--- src/ednh_pkg.sv ---
// Package for the escaped DNS name hash block.
// Types, character constants and the case-folding helper; no dependencies.
package ednh_pkg;

  localparam int unsigned LabelLimitDefault = 64;
  localparam int unsigned HashWidth = 32;
  localparam int unsigned DigitWidth = 10;
  localparam int unsigned LenWidth = 7;

  localparam logic [7:0] CharNul    = 8'h00;
  localparam logic [7:0] CharDot    = 8'h2E;
  localparam logic [7:0] CharBslash = 8'h5C;
  localparam logic [7:0] CharZero   = 8'h30;
  localparam logic [7:0] CharNine   = 8'h39;
  localparam logic [7:0] CharUpperA = 8'h41;
  localparam logic [7:0] CharUpperZ = 8'h5A;
  localparam logic [DigitWidth-1:0] MaxByte = 10'd255;

  // Escape decode phase, one-hot.
  typedef enum logic [3:0] {
    PhNormal = 4'b0001,
    PhEsc    = 4'b0010,
    PhDig1   = 4'b0100,
    PhDig2   = 4'b1000
  } phase_e;

  typedef enum logic [1:0] {
    ErrNone   = 2'd0,
    ErrEscape = 2'd1,
    ErrLong   = 2'd2
  } err_e;

  function automatic logic is_digit(logic [7:0] c);
    return (c >= CharZero) && (c <= CharNine);
  endfunction

  // Fold A..Z to lowercase, then sign-extend as a signed char.
  function automatic logic [HashWidth-1:0] fold_char(logic [7:0] c);
    logic [7:0] v;
    v = c;
    if ((c >= CharUpperA) && (c <= CharUpperZ)) begin
      v = c + 8'd32;
    end
    return {{(HashWidth-8){v[7]}}, v};
  endfunction

endpackage

--- src/escaped_dns_name_hash.sv ---
// Result: the hash and error code of a terminator word are registered (one register) at the edge that accepts it.
// Throughput: one word per cycle while in_ready_o is high; the hash update is a shift-subtract-add in one stage.
// The input is taken while a result waits whenever the result register is free or drained.
// Reset (rst_ni low, asynchronous): hash, escape phase, label length, error cleared; no result.
// Each terminator word also returns the decode state to its reset values.
// Top level of the escaped DNS name hash; depends on ednh_pkg.
module escaped_dns_name_hash
  import ednh_pkg::*;
#(
  parameter int unsigned LabelLimit = LabelLimitDefault
) (
  input  logic                 clk_i,
  input  logic                 rst_ni,
  input  logic                 in_valid_i,
  output logic                 in_ready_o,
  input  logic [7:0]           char_code_i,
  output logic                 out_valid_o,
  input  logic                 out_ready_i,
  output logic [HashWidth-1:0] name_hash_o,
  output logic [1:0]           error_code_o
);

  localparam logic [LenWidth-1:0] LimitLen = LenWidth'(LabelLimit);

  logic [HashWidth-1:0]  hash_q, hash_d;
  phase_e                phase_q, phase_d;
  logic [DigitWidth-1:0] digit_q, digit_d;
  logic [LenWidth-1:0]   len_q, len_d;
  err_e                  err_q, err_d;
  logic                  out_valid_q, out_valid_d;
  logic [HashWidth-1:0]  name_hash_q;
  logic [1:0]            error_code_q;

  logic                  accept;
  logic                  term;
  logic                  add_en;
  logic [7:0]            add_byte;
  logic [HashWidth-1:0]  add_val;
  logic [DigitWidth-1:0] digit_x10;
  logic [DigitWidth-1:0] digit_nxt;
  err_e                  term_err;

  assign in_ready_o = !out_valid_q || out_ready_i;
  assign accept     = in_valid_i && in_ready_o;
  assign term       = (char_code_i == CharNul);

  // low nibble of '0'..'9' is the digit value
  assign digit_x10 = DigitWidth'({digit_q, 3'b000}) + DigitWidth'({digit_q, 1'b0});
  assign digit_nxt = digit_x10 + DigitWidth'(char_code_i[3:0]);
  assign add_val   = fold_char(add_byte);

  always_comb begin
    term_err = err_q;
    if (err_q == ErrNone && phase_q != PhNormal) begin
      term_err = ErrEscape;
    end
  end

  always_comb begin
    hash_d   = hash_q;
    phase_d  = phase_q;
    digit_d  = digit_q;
    len_d    = len_q;
    err_d    = err_q;
    add_en   = 1'b0;
    add_byte = char_code_i;
    if (accept) begin
      if (term) begin
        hash_d  = '0;
        phase_d = PhNormal;
        digit_d = '0;
        len_d   = '0;
        err_d   = ErrNone;
      end else if (err_q == ErrNone) begin
        unique case (phase_q)
          PhNormal: begin
            if (char_code_i == CharDot) begin
              len_d = '0;
            end else if (char_code_i == CharBslash) begin
              phase_d = PhEsc;
            end else begin
              add_en = 1'b1;
            end
          end
          PhEsc: begin
            if (char_code_i == CharBslash || char_code_i == CharDot) begin
              phase_d = PhNormal;
              add_en  = 1'b1;
            end else if (is_digit(char_code_i)) begin
              digit_d = DigitWidth'(char_code_i[3:0]);
              phase_d = PhDig1;
            end else begin
              phase_d = PhNormal;
              err_d   = ErrEscape;
            end
          end
          PhDig1: begin
            if (is_digit(char_code_i)) begin
              digit_d = digit_nxt;
              phase_d = PhDig2;
            end else begin
              phase_d = PhNormal;
              err_d   = ErrEscape;
            end
          end
          PhDig2: begin
            phase_d = PhNormal;
            if (is_digit(char_code_i)) begin
              digit_d = '0;
              if (digit_nxt == '0 || digit_nxt > MaxByte) begin
                err_d = ErrEscape;
              end else begin
                add_en   = 1'b1;
                add_byte = digit_nxt[7:0];
              end
            end else begin
              err_d = ErrEscape;
            end
          end
          default: begin
            phase_d = PhNormal;
          end
        endcase
        if (add_en) begin
          // hash*31 = (hash << 5) - hash
          hash_d = {hash_q[HashWidth-6:0], 5'b00000} - hash_q + add_val;
          len_d  = len_q + LenWidth'(1);
          if (len_d >= LimitLen) begin
            err_d = ErrLong;
          end
        end
      end
    end
  end

  always_comb begin
    out_valid_d = out_valid_q;
    if (accept && term) begin
      out_valid_d = 1'b1;
    end else if (out_ready_i) begin
      out_valid_d = 1'b0;
    end
  end

  always_ff @(posedge clk_i or negedge rst_ni) begin
    if (!rst_ni) begin
      hash_q      <= '0;
      phase_q     <= PhNormal;
      digit_q     <= '0;
      len_q       <= '0;
      err_q       <= ErrNone;
      out_valid_q <= 1'b0;
    end else begin
      hash_q      <= hash_d;
      phase_q     <= phase_d;
      digit_q     <= digit_d;
      len_q       <= len_d;
      err_q       <= err_d;
      out_valid_q <= out_valid_d;
    end
  end

  always_ff @(posedge clk_i) begin
    if (accept && term) begin
      name_hash_q  <= (term_err == ErrNone) ? hash_q : '0;
      error_code_q <= term_err;
    end
  end

  assign out_valid_o  = out_valid_q;
  assign name_hash_o  = name_hash_q;
  assign error_code_o = error_code_q;

`ifndef SYNTHESIS
  a_err_zero_hash: assert property (@(posedge clk_i) disable iff (!rst_ni)
    (out_valid_o && error_code_o != ErrNone) |-> (name_hash_o == '0))
    else $error("nonzero hash reported with an error code");

  a_err_code_range: assert property (@(posedge clk_i) disable iff (!rst_ni)
    out_valid_o |-> (error_code_o != 2'd3))
    else $error("undefined error code reported");

  a_term_clears: assert property (@(posedge clk_i) disable iff (!rst_ni)
    (accept && term) |=> (out_valid_o && phase_q == PhNormal && hash_q == '0
                          && len_q == '0 && err_q == ErrNone))
    else $error("terminator did not clear decode state");

  a_len_bound: assert property (@(posedge clk_i) disable iff (!rst_ni)
    (err_q == ErrNone) |-> (len_q < LimitLen))
    else $error("label length reached limit without error");

  a_err_phase: assert property (@(posedge clk_i) disable iff (!rst_ni)
    (err_q != ErrNone) |-> (phase_q == PhNormal))
    else $error("escape still pending after error latched");
`endif

endmodule

--- config.mk ---
export PLATFORM = sky130hd
export DESIGN_NAME = escaped_dns_name_hash
export DESIGN_NICKNAME = d
export VERILOG_FILES = /design/src/ednh_pkg.sv /design/src/escaped_dns_name_hash.sv
export SDC_FILE = /design/constraint.sdc
export NUM_CORES = 1
export LEC_CHECK = 0
export ABC_AREA = 1
export BUFFER_PORTS_ARGS = -buffer_cell sky130_fd_sc_hd__buf_2
export CAP_MARGIN = 20
export CORE_MARGIN = 1
export CORE_UTILIZATION = 42
export CTS_CLUSTER_DIAMETER = 40
export DETAILED_ROUTE_END_ITERATION = 10
export PLACE_DENSITY_LB_ADDON = 0.08
export SLEW_MARGIN = 0
export SYNTH_ARGS = -nofsm -noshare
export SYNTH_HDL_FRONTEND = slang
export SYNTH_SLANG_ARGS = --single-unit
export TNS_END_PERCENT = 20
--- constraint.sdc ---
create_clock -name clk_i -period 14.8 [get_ports clk_i]
set_input_delay 2.96 -clock clk_i [delete_from_list [all_inputs] [get_ports clk_i]]
set_output_delay 2.96 -clock clk_i [all_outputs]
set_load 0.005 [all_outputs]
# == Word level (Yosys, flattened, before mapping) ==
# Cells that the tools add are included.
# Widths: inputs -> output; s select.
# word_totals
register_bits,89
inputBits,12
out_inout_bits,36
word_cells,108
# op_classes
addsub,6
order_cmp,6
n_eq_ne,13
n_mux,51
n_reduce_logical,24
# ops
cell,count
$mux 32,3
$mux 8,7
$mux 9,6
$mux 7,5
$add 32x32->32,1
$sub 32x32->32,1
$pmux 9 s3,1
$mux 4,5
$mux 2,9
$ne 3x3->1 const B,6
$pmux 4 s3,1
$add 10x10->10,1
$add 10x4->10,1
$gt 10x8->1 const B,1
$logic_not 10->1,1
$mux 1,10
$add 8x6->8 const B,1
$eq 8x6->1 const B,1
$eq 8x7->1 const B,1
$ge 8x6->1 const B,1
$ge 8x7->1 const B,1
$le 8x6->1 const B,1
$le 8x7->1 const B,1
$logic_not 8->1,1
21 further kinds,33

# == Depth between registers and ports, before layout ==
# Gate-level depths: netlist (run 1).
# depth
depth_word,17
mapped_depth,43
depth_no_buf,43

# == Least setup slack after synthesis (run 1) ==
# OpenSTA, ideal clock, no wires.
# synth_path
kind,input to register
from,input char_code_i[3]
to,register hash_q[20]
setup_time_ps,83
t_arrival_ps,8128
required_time_ps,14717
setup_slack_ps,6590
cell_stages,33
n_path_buf,0
cell_sequence,inv_1 > fa_1 > fa_1 > inv_1 > nand3_1 > nand3_1 > nand2_1 > nor2_2 > nand3_2 > nand4_2 > inv_2 > or2_1 > nand2_2 > nand2_2 > clkinv_1 > nand2_2 > nand4_2 > nand2_2 > inv_1 > fa_1 > inv_1 > ha_1 > a21oi_1 > o21ai_1 > a21boi_2 > o21ai_1 > a211oi_1 > nor2_1 > nor2_1 > inv_1 > a21oi_1 > o21ai_1 > o21ai_0
# synth_between
elab_chain_cells,16
elab_cells_between_ends,38
classes_between,3 x add/sub; 5 x order compare; 2 x eq/ne; 19 x mux; 9 x reduce/logical
# synth_lines
item,line,source
start: declaration,escaped_dns_name_hash.sv:16,"input logic [7:0] char_code_i,"
$add 10x4->10,escaped_dns_name_hash.sv:49,assign digit_nxt = digit_x10 + DigitWidth'(char_code_i[3:0]);
$gt 10x8->1 / $logic_not 10->1 (equally long branches),escaped_dns_name_hash.sv:110,if (digit_nxt == '0 || digit_nxt > MaxByte) begin
$logic_or 1x1->1,escaped_dns_name_hash.sv:110,
$mux 8,escaped_dns_name_hash.sv:110,
$mux 8,escaped_dns_name_hash.sv:108,if (is_digit(char_code_i)) begin
$mux 8,escaped_dns_name_hash.sv:75,unique case (phase_q)
$mux 8,escaped_dns_name_hash.sv:74,end else if (err_q == ErrNone) begin
$mux 8,escaped_dns_name_hash.sv:68,if (term) begin
$mux 8,escaped_dns_name_hash.sv:67,if (accept) begin
$ge 8x7->1 / $le 8x7->1 (equally long branches),ednh_pkg.sv:41,if ((c >= CharUpperA) && (c <= CharUpperZ)) begin
$logic_and 1x1->1,ednh_pkg.sv:41,
$mux 8,ednh_pkg.sv:41,
$add 32x32->32,escaped_dns_name_hash.sv:126,"hash_d = {hash_q[HashWidth-6:0], 5'b00000} - hash_q + add_val;"
$mux 32,escaped_dns_name_hash.sv:124,if (add_en) begin
$mux 32,escaped_dns_name_hash.sv:74,
$mux 32,escaped_dns_name_hash.sv:68,
end signal: assignment,escaped_dns_name_hash.sv:154,hash_q <= hash_d;
end: declaration,escaped_dns_name_hash.sv:25,"logic [HashWidth-1:0] hash_q, hash_d;"
# Several ways; a longest one is shown, not always the timed one. The select of a mux whose other input is x is not followed.
# A chain may end at the register's enable or synchronous reset.

# == Worst setup path in the final report (run 1) ==
# layout_path
from,input char_code_i[3]
to,register hash_q[27]
# The elaborated chain is that of the path after synthesis.

==> impl_metrics.yaml, run 1 <==
grt:
  grt_pass1_vias: 5567
  track_usage: 0.211
  grt_pass1_wl_microns: 27400
  grt-ovfl-total: 0
  grt_max_degree: 56
  grt_antenna_before_repair: 0
clock_network:
  insertion_delay_ns: 0.35
  numCtsBuffers: 9
  cts_hold_buf: 0
  cts_tree: "built"
  htreeDepth: 3
  clk_pin_slew_ns: 0.07
  cts_setup_buffers: 0
  root_buffer: "clkbuf_16"
  clockBufferDepth: 2
  cts_num_sinks: 89
  cts-resized-gates: 0
floorplanning:
  ios: 48
  initial_utilization: 0.431
  core_sq_mm: 0.0159
  die_w_microns: 130
  fp.dieH_microns: 130
  rows: 46
  die-area_sq_mm: 0.0168
layout:
  num_antenna_cells: 0
  layout.cells.most_common: "inv_1"
  area_growth_pct: 11.7
  fin_nets: 975
  drive_above_1_share: 0.133
  final_cell_mix: "167 x inv_1, 131 x nand2_1, 82 x nor2_1, 54 x dfrtp_1, 51 x ha_1"
worst_setup_path:
  ff2ff_path_depth: 33
  max_stage_delay_ns: 0.53
  crit_arrival_ns: 8.65
  critical_path_class: "primary input to flop"
  cp_slowest_cell: "fa_1"
  worstPathMaxFanout: 7
  cp_data_required_time_ns: 15.01
  r2r_start: "digit_q[2]"
  r2r-end: "hash_q[27]"
  critPathMostFrequentCell: "nand2_1"
  reg2reg_slack_ns: 8.83
  end_kind: "flop"
  cp-start-kind: "primary input"
logic_synthesis:
  synth_edf_count: 34
  synth.area.top_cells: "dfrtp_1 20%, edfxtp_1 15%, ha_1 9.3%, inv_1 9.2%, fa_1 8.5%"
  ys_types: 56
  synth_xor_area_frac: 0.0268
  synth_area_sq_mm: 0.00685
  synthMuxAreaShare: 0
  yosysSeqAreaShare: 0.350
  synth-async-reset-ratio: 0.618
  syn_nets: 923
  synth_area_per_cell_sq_um: 8.24
  yosys.area_share.simple: 0.206
  yosysTopAreaCellShare: 0.197
  synth_fa_ha_area_frac: 0.178
  synth_compound_area_frac: 0.133
  synth_top_family_by_area: "simple AND/OR/NAND/NOR gates"
  yosysTopAreaCell: "dfrtp_1"
  ys_ff_latch: 89
  synthCells: 831
  synth_warnings: 0
  synthFlopType: "dfrtp_1"
sta:
  max_freq_mhz: 118
  max-slew-margin-rel: 0.485
  finalHoldViolations: 0
  worst_hold_slack_ns: 0.514
  drv_slew: 0
  min_period_over_period: 0.571
  skew_ns: 0.00810
  worst_slew_pin_slew_ns: 0.773
  fin_tns_setup_ns: 0
  fin_crit_ns: 8.45
  rsz0062_at_grt: "false"
  setup_viol_count_final: 0
  setup_slack_ns: 6.35
drt:
  drtIter0Drc: 314
  wl_microns: 16300
  antenna_left: 0
  dr.pass1.iters: 7
  wire_per_inst_microns: 14.8
  via_per_inst: 5.04
  num_vias: 5569
  drc: 0
placed_design:
  port_buffers: 47
  dp_hpwl_microns: 12500
  pre_cts_ws_ns: 6.02
  gp_congestion: 0.921
worst_hold_path:
  min-delay-start: "phase_q[0]"
  hold_class: "flop to flop"
  min_to: "phase_q[0]"
  hold_depth: 2
run_status:
  status: "finished clean"
run:
  maxCapViolations: 0
-- per-stage QoR --
stage / cells / cell area [sq um] / util
4_1_cts: 1104 / 7650 / 0.482
3_3_place_gp: 1088 / 7330 / 0.462
6_report: 1104 / 7650 / 0.482
3_5_place_dp: 1088 / 7330 / 0.462
2_1_floorplan: 831 / 6850 / -
5_1_grt: 1104 / 7650 / 0.482
-- worst max-delay path, delay by kind of cell --
| kind | cells | cell delay, ns |
|---|---|---|
| AO/OA/AOI/OAI | 8 | 1.54 |
| AND/OR/NAND/NOR | 17 | 1.66 |
| buffers and inverters | 4 | 0.43 |
| adder cells (fa/ha/maj) | 5 | 2.05 |
-- registers in the layout (all words and copies together), names as in the netlist --
register	flops
digit_q	9
err_q	2
error_code_o	2
hash_q	32
len_q	7
name_hash_o	32
out_valid_o	1
phase_q	4
-- worst max path at each step --
| stage | start | end | slack, ns | depth (start not counted) |
|---|---|---|---|---|
| after floorplan | char_code_i[3] | hash_q[20] | 6.59 | 33 |
| after CTS | char_code_i[3] | hash_q[27] | 6.38 | 38 |
| after global placement | char_code_i[3] | hash_q[27] | 6.12 | 41 |
| after global routing | char_code_i[3] | hash_q[27] | 5.83 | 41 |
| final | char_code_i[3] | hash_q[27] | 6.35 | 34 |
| after detailed placement | char_code_i[3] | hash_q[27] | 6.02 | 38 |
-- per-layer routing --
layer / wire length (microns) / vias to the layer above / track usage
li1: - / 2817 / -
met1: 7870 / 2618 / 0.289
met2: 7570 / 113 / 0.346
met3: 632 / 21 / 0.0328
met4: 238 / 0 / 0.0588
met5: 0 / - / 0
-- cells in the mapped netlist (8+ instances only) --
| library cell | count |
|---|---|
| a21oi_1 | 49 |
| dfrtp_1 | 54 |
| edfxtp_1 | 34 |
| fa_1 | 29 |
| ha_1 | 51 |
| inv_1 | 167 |
| inv_2 | 8 |
| nand2_1 | 131 |
| nand2_2 | 15 |
| nand3_1 | 36 |
| nand4_1 | 12 |
| nor2_1 | 82 |
| o21ai_0 | 34 |
| o22ai_1 | 24 |
| xnor2_1 | 12 |
| xor2_1 | 9 |
-- logic make-up after synthesis --
logic type               after synthesis
AO/OA/AOI/OAI                        147
XOR/XNOR                              21
adder cells (fa/ha/maj)               80
buffers and inverters                188
flip-flops                            89
AND/OR/NAND/NOR                      306
-- layout make-up --
cell class | instances | area [sq um]
Fill cell | 1598 | 8240
Clock inverter | 3 | 46.3
Sequential cell | 89 | 2400
Tap cell | 216 | 270
Timing Repair Buffer | 52 | 273
Inverter | 177 | 664
Multi-Input combinational cell | 554 | 3730
Clock buffer | 13 | 272
Power of run 1 is not shown: default switching activity piles up to over one toggle a cycle in this logic, so the estimate is an artifact.
==> run 2: changes to the inputs <==
--- a/config.mk
+++ b/config.mk
@@ -5,7 +5,7 @@
 export SDC_FILE = /design/constraint.sdc
 export NUM_CORES = 1
 export LEC_CHECK = 0
-export ABC_AREA = 1
+export ABC_AREA = 0
 export BUFFER_PORTS_ARGS = -buffer_cell sky130_fd_sc_hd__buf_2
 export CAP_MARGIN = 20
 export CORE_MARGIN = 1
==> constraint.sdc (replaced) <==
create_clock -name clk_i -period 7.7 [get_ports clk_i]
set_input_delay 1.54 -clock clk_i [delete_from_list [all_inputs] [get_ports clk_i]]
set_output_delay 1.54 -clock clk_i [all_outputs]
set_load 0.005 [all_outputs]
==> run 2 against run 1 <==
  * Flip-flop and latch count did not move
  * Clock-buffer cell count fell by 4
  * Final cell count fell by 7.2%
  * Critical endpoint is now hash_q[26]
==> impl_metrics.yaml, run 2 <==
floorplanning:
  fp.dieH_microns: 127
  rows: 45
  core_sq_mm: 0.0152
  initial_utilization: 0.431
  die-area_sq_mm: 0.0161
  ios: 48
  die_w_microns: 127
drt:
  dr.pass1.iters: 5
  drc: 0
  num_vias: 5532
  antenna_left: 0
  drtIter0Drc: 283
  via_per_inst: 5.40
  wl_microns: 17100
  wire_per_inst_microns: 16.7
layout:
  area_growth_pct: 25.1
  nFillCells: 1363
  final_area_sq_mm: 0.00820
  drive_above_1_share: 0.241
  layout.cells.most_common: "inv_1"
  final_cell_mix: "95 x inv_1, 94 x buf_4, 59 x nand2_1, 54 x dfrtp_1, 49 x o21ai_0"
  num_antenna_cells: 0
  fin_nets: 924
sta:
  skew_ns: 0.0137
  max_freq_mhz: 134
  finalHoldViolations: 0
  min_period_over_period: 0.972
  max-slew-margin-rel: 0.293
  setup_viol_count_final: 0
  drv_slew: 0
  fin_crit_ns: 7.49
  worst_slew_pin_slew_ns: 1.06
logic_synthesis:
  synthFlopType: "dfrtp_1"
  yosysMostFrequentCell: "inv_1"
  synth_edf_count: 34
  synth.area.top_cells: "dfrtp_1 21%, edfxtp_1 16%, ha_1 9.7%, fa_1 8.9%, inv_1 5.6%"
  synth-async-reset-ratio: 0.618
  ys_ff_latch: 89
  yosys.area_share.simple: 0.155
  synth_area_sq_mm: 0.00655
  synth_compound_area_frac: 0.178
  yosysTopAreaCell: "dfrtp_1"
  synth_warnings: 0
  syn_nets: 790
  synth_area_per_cell_sq_um: 9.39
  yosysSeqAreaShare: 0.366
  synthMuxAreaShare: 0.00496
  ys_types: 65
  yosysTopAreaCellShare: 0.206
  synth_xor_area_frac: 0.0428
  synthCells: 698
  synth_fa_ha_area_frac: 0.186
  synth_top_family_by_area: "adder cells"
  synth_common_cells: "98 x inv_1, 59 x nand2_1, 55 x o21ai_0, 54 x dfrtp_1, 51 x ha_1"
run_status:
  status: "finished clean"
worst_setup_path:
  critical_path_class: "primary input to flop"
  crit_arrival_ns: 7.73
  cp-start-kind: "primary input"
  cp_slowest_cell: "fa_1"
  worstPathMaxFanout: 5
  reg2reg_slack_ns: 1.04
  end_kind: "flop"
  cp_data_required_time_ns: 7.94
  max_stage_delay_ns: 0.55
power_and_ir_drop:
  seqPwrFrac: 0.190
  p_per_area_mw_per_mm2: 439
  peakVddDrop_mv: 0.223
  sw_frac_of_total: 0.427
  power_w: 0.00360
  internal_power_w: 0.00207
  pwr-share-comb: 0.675
  p_leak_nw: 4.09
  clockPowerShare: 0.135
  switching_power_w: 0.00154
clock_network:
  numCtsBuffers: 9
  cts_num_sinks: 89
  cts_hold_buf: 0
  htreeDepth: 3
  cts_tree: "built"
  root_buffer: "clkbuf_16"
  insertion_delay_ns: 0.36
  clk_pin_slew_ns: 0.07
  clockBufferDepth: 2
grt:
  grt_max_degree: 56
  track_usage: 0.224
  grt_pass1_vias: 5579
  grt_pass1_wl_microns: 28100
  busiest_layer: "met2"
  use_met1: 0.305
  use_met2: 0.371
  grt_antenna_before_repair: 0
  grt-ovfl-total: 0
  use_met3: 0.0270
placed_design:
  dpl-instance-area_sq_mm: 0.00760
  gp_congestion: 0.894
  dp_hpwl_microns: 12400
  port_buffers: 47
run:
  maxCapViolations: 0
worst_hold_path:
  hold_class: "flop to flop"
-- run 2: cell types whose count changed in the layout (fill, tap and decap cells not counted), sizes merged, moves of 23 or more --
cell,before,now
nand2,146,60
o22ai,24,1
inv,175,100
and3,1,37
nand3,40,9
buf,52,141
nor2,89,34
-- run 2: what timing repair did --
action,in CTS,in global routing
resized for setup,1,38
pin swaps,0,28
setup endpoints to repair,1,10
setup buffers,1,9
gates cloned,0,1
-- run 2: power by group through the flow --
stage                     logic [W]  registers (W)  clock network, W
final                       0.00243       0.000686          0.000486
after global routing        0.00272       0.000703          0.000515
after CTS                   0.00226       0.000689          0.000498
after detailed placement    0.00223       0.000699                 0
after global placement      0.00219       0.000696                 0
after floorplan             0.00144       0.000656                 0
-- run 2: layout make-up --
class	instances	area (sq um)	share of cell area
Clock buffer	9	225	0.0275
Clock inverter	7	100	0.0122
Inverter	98	368	0.0449
Multi-Input combinational cell	493	3930	0.479
Sequential cell	89	2400	0.293
Tap cell	188	235	0.0287
Timing Repair Buffer	141	947	0.116
-- run 2: routing by layer --
metal | share of wire | wire [microns]
met5 | 0 | 0
met4 | 0.017 | 284
met3 | 0.034 | 576
met2 | 0.47 | 8000
met1 | 0.48 | 8270
-- run 2: worst max-delay path, delay by kind of cell --
kind / cells / cell delay [ns]
AOI/OAI and AO/OA: 14 / 2.94
buffers and inverters: 4 / 0.41
adders and majority gates: 4 / 1.68
and+or+nand+nor: 5 / 0.74
xor gates and xnor gates: 2 / 0.41
-- run 2: cells by family (layout without fill, tap and decap cells) --
kind of cell | count (synthesis) | after routing
AOI/OAI and AO/OA | 177 | 177
DFF | 89 | 89
buffers and inverters | 117 | 255
and+or+nand+nor | 200 | 201
adders and majority gates | 80 | 80
xor gates and xnor gates | 32 | 32
muxes | 3 | 3
-- run 2: through the flow --
step | setup TNS, ns | cells | worst slack [ns] | hold WS [ns] | util
global placement | -0.587 | 998 | -0.169 | 0.482 | 0.500
global route | -0.361 | 1025 | -0.0997 | 0.520 | 0.539
floorplan | 0 | 698 | 0.00928 | 0.457 | -
CTS | 0 | 1015 | 0.00110 | 0.501 | 0.522
finish | 0 | 1025 | 0.213 | 0.498 | 0.539
detailed placement | -1.88 | 998 | -0.393 | 0.486 | 0.500
-- run 2: worst paths after layout --
kind,cells past startpoint,to,startpoint
max,29,hash_q[26],char_code_i[3]
min,1,len_q[6],len_q[6]
max reg2reg,30,hash_q[26],digit_q[2]
min reg2reg,1,len_q[6],len_q[6]
max in group asynchronous,2,hash_q[24],rst_ni
min in group asynchronous,2,phase_q[2],rst_ni
Power figures use the tool's default switching activity.
==> run 3: changes to the inputs <==
==> constraint.sdc (replaced) <==
create_clock -name clk_i -period 7.7 [get_ports clk_i]
set_input_delay 0.77 -clock clk_i [delete_from_list [all_inputs] [get_ports clk_i]]
set_output_delay 0.77 -clock clk_i [all_outputs]
set_load 0.005 [all_outputs]
==> run 3 against run 2 <==
  * Register-to-register slack got worse by 0.32 ns
  * First-iteration DRC count decreased by 6.7%
  * Critical endpoint is now hash_q[31]
  * Sequential share of layout area increased by 3.2 points
  * Power decreased by 16%
  * Via count decreased by 5.2%
  * Worst setup slack improved by 0.28 ns
  * Critical path type unchanged
==> impl_metrics.yaml, run 3 (same netlist as run 2, synthesis figures left out) <==
run_status:
  status: "finished clean"
layout:
  fin_nets: 842
  final_area_sq_mm: 0.00738
  utilization: 0.486
  layout.cells.most_common: "inv_1"
  final_cell_mix: "98 x inv_1, 59 x nand2_1, 55 x o21ai_0, 54 x dfrtp_1, 51 x ha_1"
  num_antenna_cells: 0
  area_growth_pct: 12.7
  drive_above_1_share: 0.128
sta:
  skew_ns: 0.0120
  finalHoldViolations: 0
  worst_hold_slack_ns: 0.500
  max_freq_mhz: 139
  fin_crit_ns: 7.21
  worst_slew_pin_slew_ns: 1.03
  max-slew-margin-rel: 0.309
  drv_slew: 0
  min_period_over_period: 0.937
  setup_viol_count_final: 0
  setup_slack_ns: 0.488
  rsz0062_at_grt: "false"
drt:
  via_per_inst: 5.56
  wl_microns: 16000
  wl_met1_microns: 7820
  wl_met2_microns: 7380
  num_vias: 5244
  drc: 0
  met3WireLength_microns: 618
  wire_per_inst_microns: 17.0
  dr.pass1.iters: 5
  drtIter0Drc: 264
  antenna_left: 0
  top_layer: "met4"
worst_setup_path:
  end_kind: "flop"
  ff2ff_path_depth: 26
  reg2reg_slack_ns: 0.72
  worstPathMaxFanout: 14
  cp-start-kind: "primary input"
  r2r_start: "digit_q[0]"
  crit_arrival_ns: 7.48
  startpoint: "char_code_i[3]"
  crit_end: "hash_q[31]"
  cp_data_required_time_ns: 7.97
  critical_path_class: "primary input to flop"
  r2r-end: "hash_q[31]"
clock_network:
  cts_tree: "built"
  htreeDepth: 3
  cts_num_sinks: 89
  cts_setup_buffers: 0
  clockBufferDepth: 2
  numCtsBuffers: 9
  clk_pin_slew_ns: 0.07
  root_buffer: "clkbuf_16"
  insertion_delay_ns: 0.35
grt:
  track_usage: 0.214
  grt_pass1_vias: 5285
  grt_antenna_before_repair: 0
  grt_max_degree: 56
  grt_pass1_wl_microns: 27000
  grt-ovfl-total: 0
placed_design:
  dpl-instance-area_sq_mm: 0.00706
  pre_cts_ws_ns: -0.0157
  gp_congestion: 0.900
  dp_hpwl_microns: 11600
  port_buffers: 47
power_and_ir_drop:
  p_leak_nw: 3.67
  peakVddDrop_mv: 0.180
  p_per_area_mw_per_mm2: 410
floorplanning:
  fp.dieH_microns: 127
  die_w_microns: 127
  core_sq_mm: 0.0152
  initial_utilization: 0.431
  die-area_sq_mm: 0.0161
  ios: 48
  rows: 45
run:
  maxCapViolations: 0
worst_hold_path:
  hold_class: "flop to flop"
==> run 3: timing repair <==
item                       4_1_cts  5_1_grt
setup endpoints to repair        0        4
hold buffers                     0        0
gates resized for setup          0        4
==> run 3: routing by layer <==
layer / vias to the layer above / track usage
li1: 2540 / -
met1: 2579 / 0.299
met2: 112 / 0.347
met3: 13 / 0.0295
met4: 0 / 0.0665
met5: - / 0
==> run 3: worst max-delay path, stage by stage <==
cell      delay [ns]
buf_2           0.13
inv_1           0.10
fa_1            0.61
inv_1           0.06
ha_1            0.29
a21o_1          0.19
a41o_1          0.25
or3_1           0.33
a2111o_1        0.45
o211ai_2        0.15
or3_1           0.19
nand4_1         0.11
a311o_1         0.42
and2_4          0.27
fa_1            0.50
inv_1           0.04
ha_1            0.29
a21o_1          0.19
o41ai_1         0.50
nand2_1         0.13
a31oi_1         0.26
o211a_1         0.23
o31ai_2         0.10
a31o_2          0.27
o21ai_0         0.07
or4b_1          0.48
o211ai_2        0.09
==> run 3: report_power, final <==
part           internal, W  switching [W]  total [W]
combinational     0.000802        0.00107    0.00187
sequential        0.000582       0.000103   0.000685
clock             0.000259       0.000209   0.000467
==> run 3: cell type report <==
cell class	count	area [sq um]
flip-flops and latches	89	2400
well taps	188	235
repair buffers	60	333
clock inverters	7	85.1
multi-input cells	492	3740
clock buffers	9	225
inverters	98	368
fillers	1455	7820
==> run 3: per-stage QoR <==
| step | setup TNS [ns] | power [W] | cells |
|---|---|---|---|
| global placement | 0 | 0.00251 | 927 |
| floorplan | 0 | 0.00208 | 698 |
| CTS | 0 | 0.00303 | 943 |
| global route | 0 | 0.00335 | 943 |
| finish | 0 | 0.00303 | 943 |
| detailed placement | -0.0323 | 0.00254 | 927 |
==> run 3: worst min-delay path by stage <==
stage / startpoint / slack, ns / endpoint / cells past startpoint
final: len_q[6] / 0.50 / len_q[6] / 1
after global routing: err_q[1] / 0.52 / error_code_o[1] / 0
after CTS: len_q[6] / 0.50 / len_q[6] / 1
after detailed placement: len_q[6] / 0.49 / len_q[6] / 1
after global placement: len_q[6] / 0.48 / len_q[6] / 1
after floorplan: len_q[2] / 0.46 / len_q[2] / 1
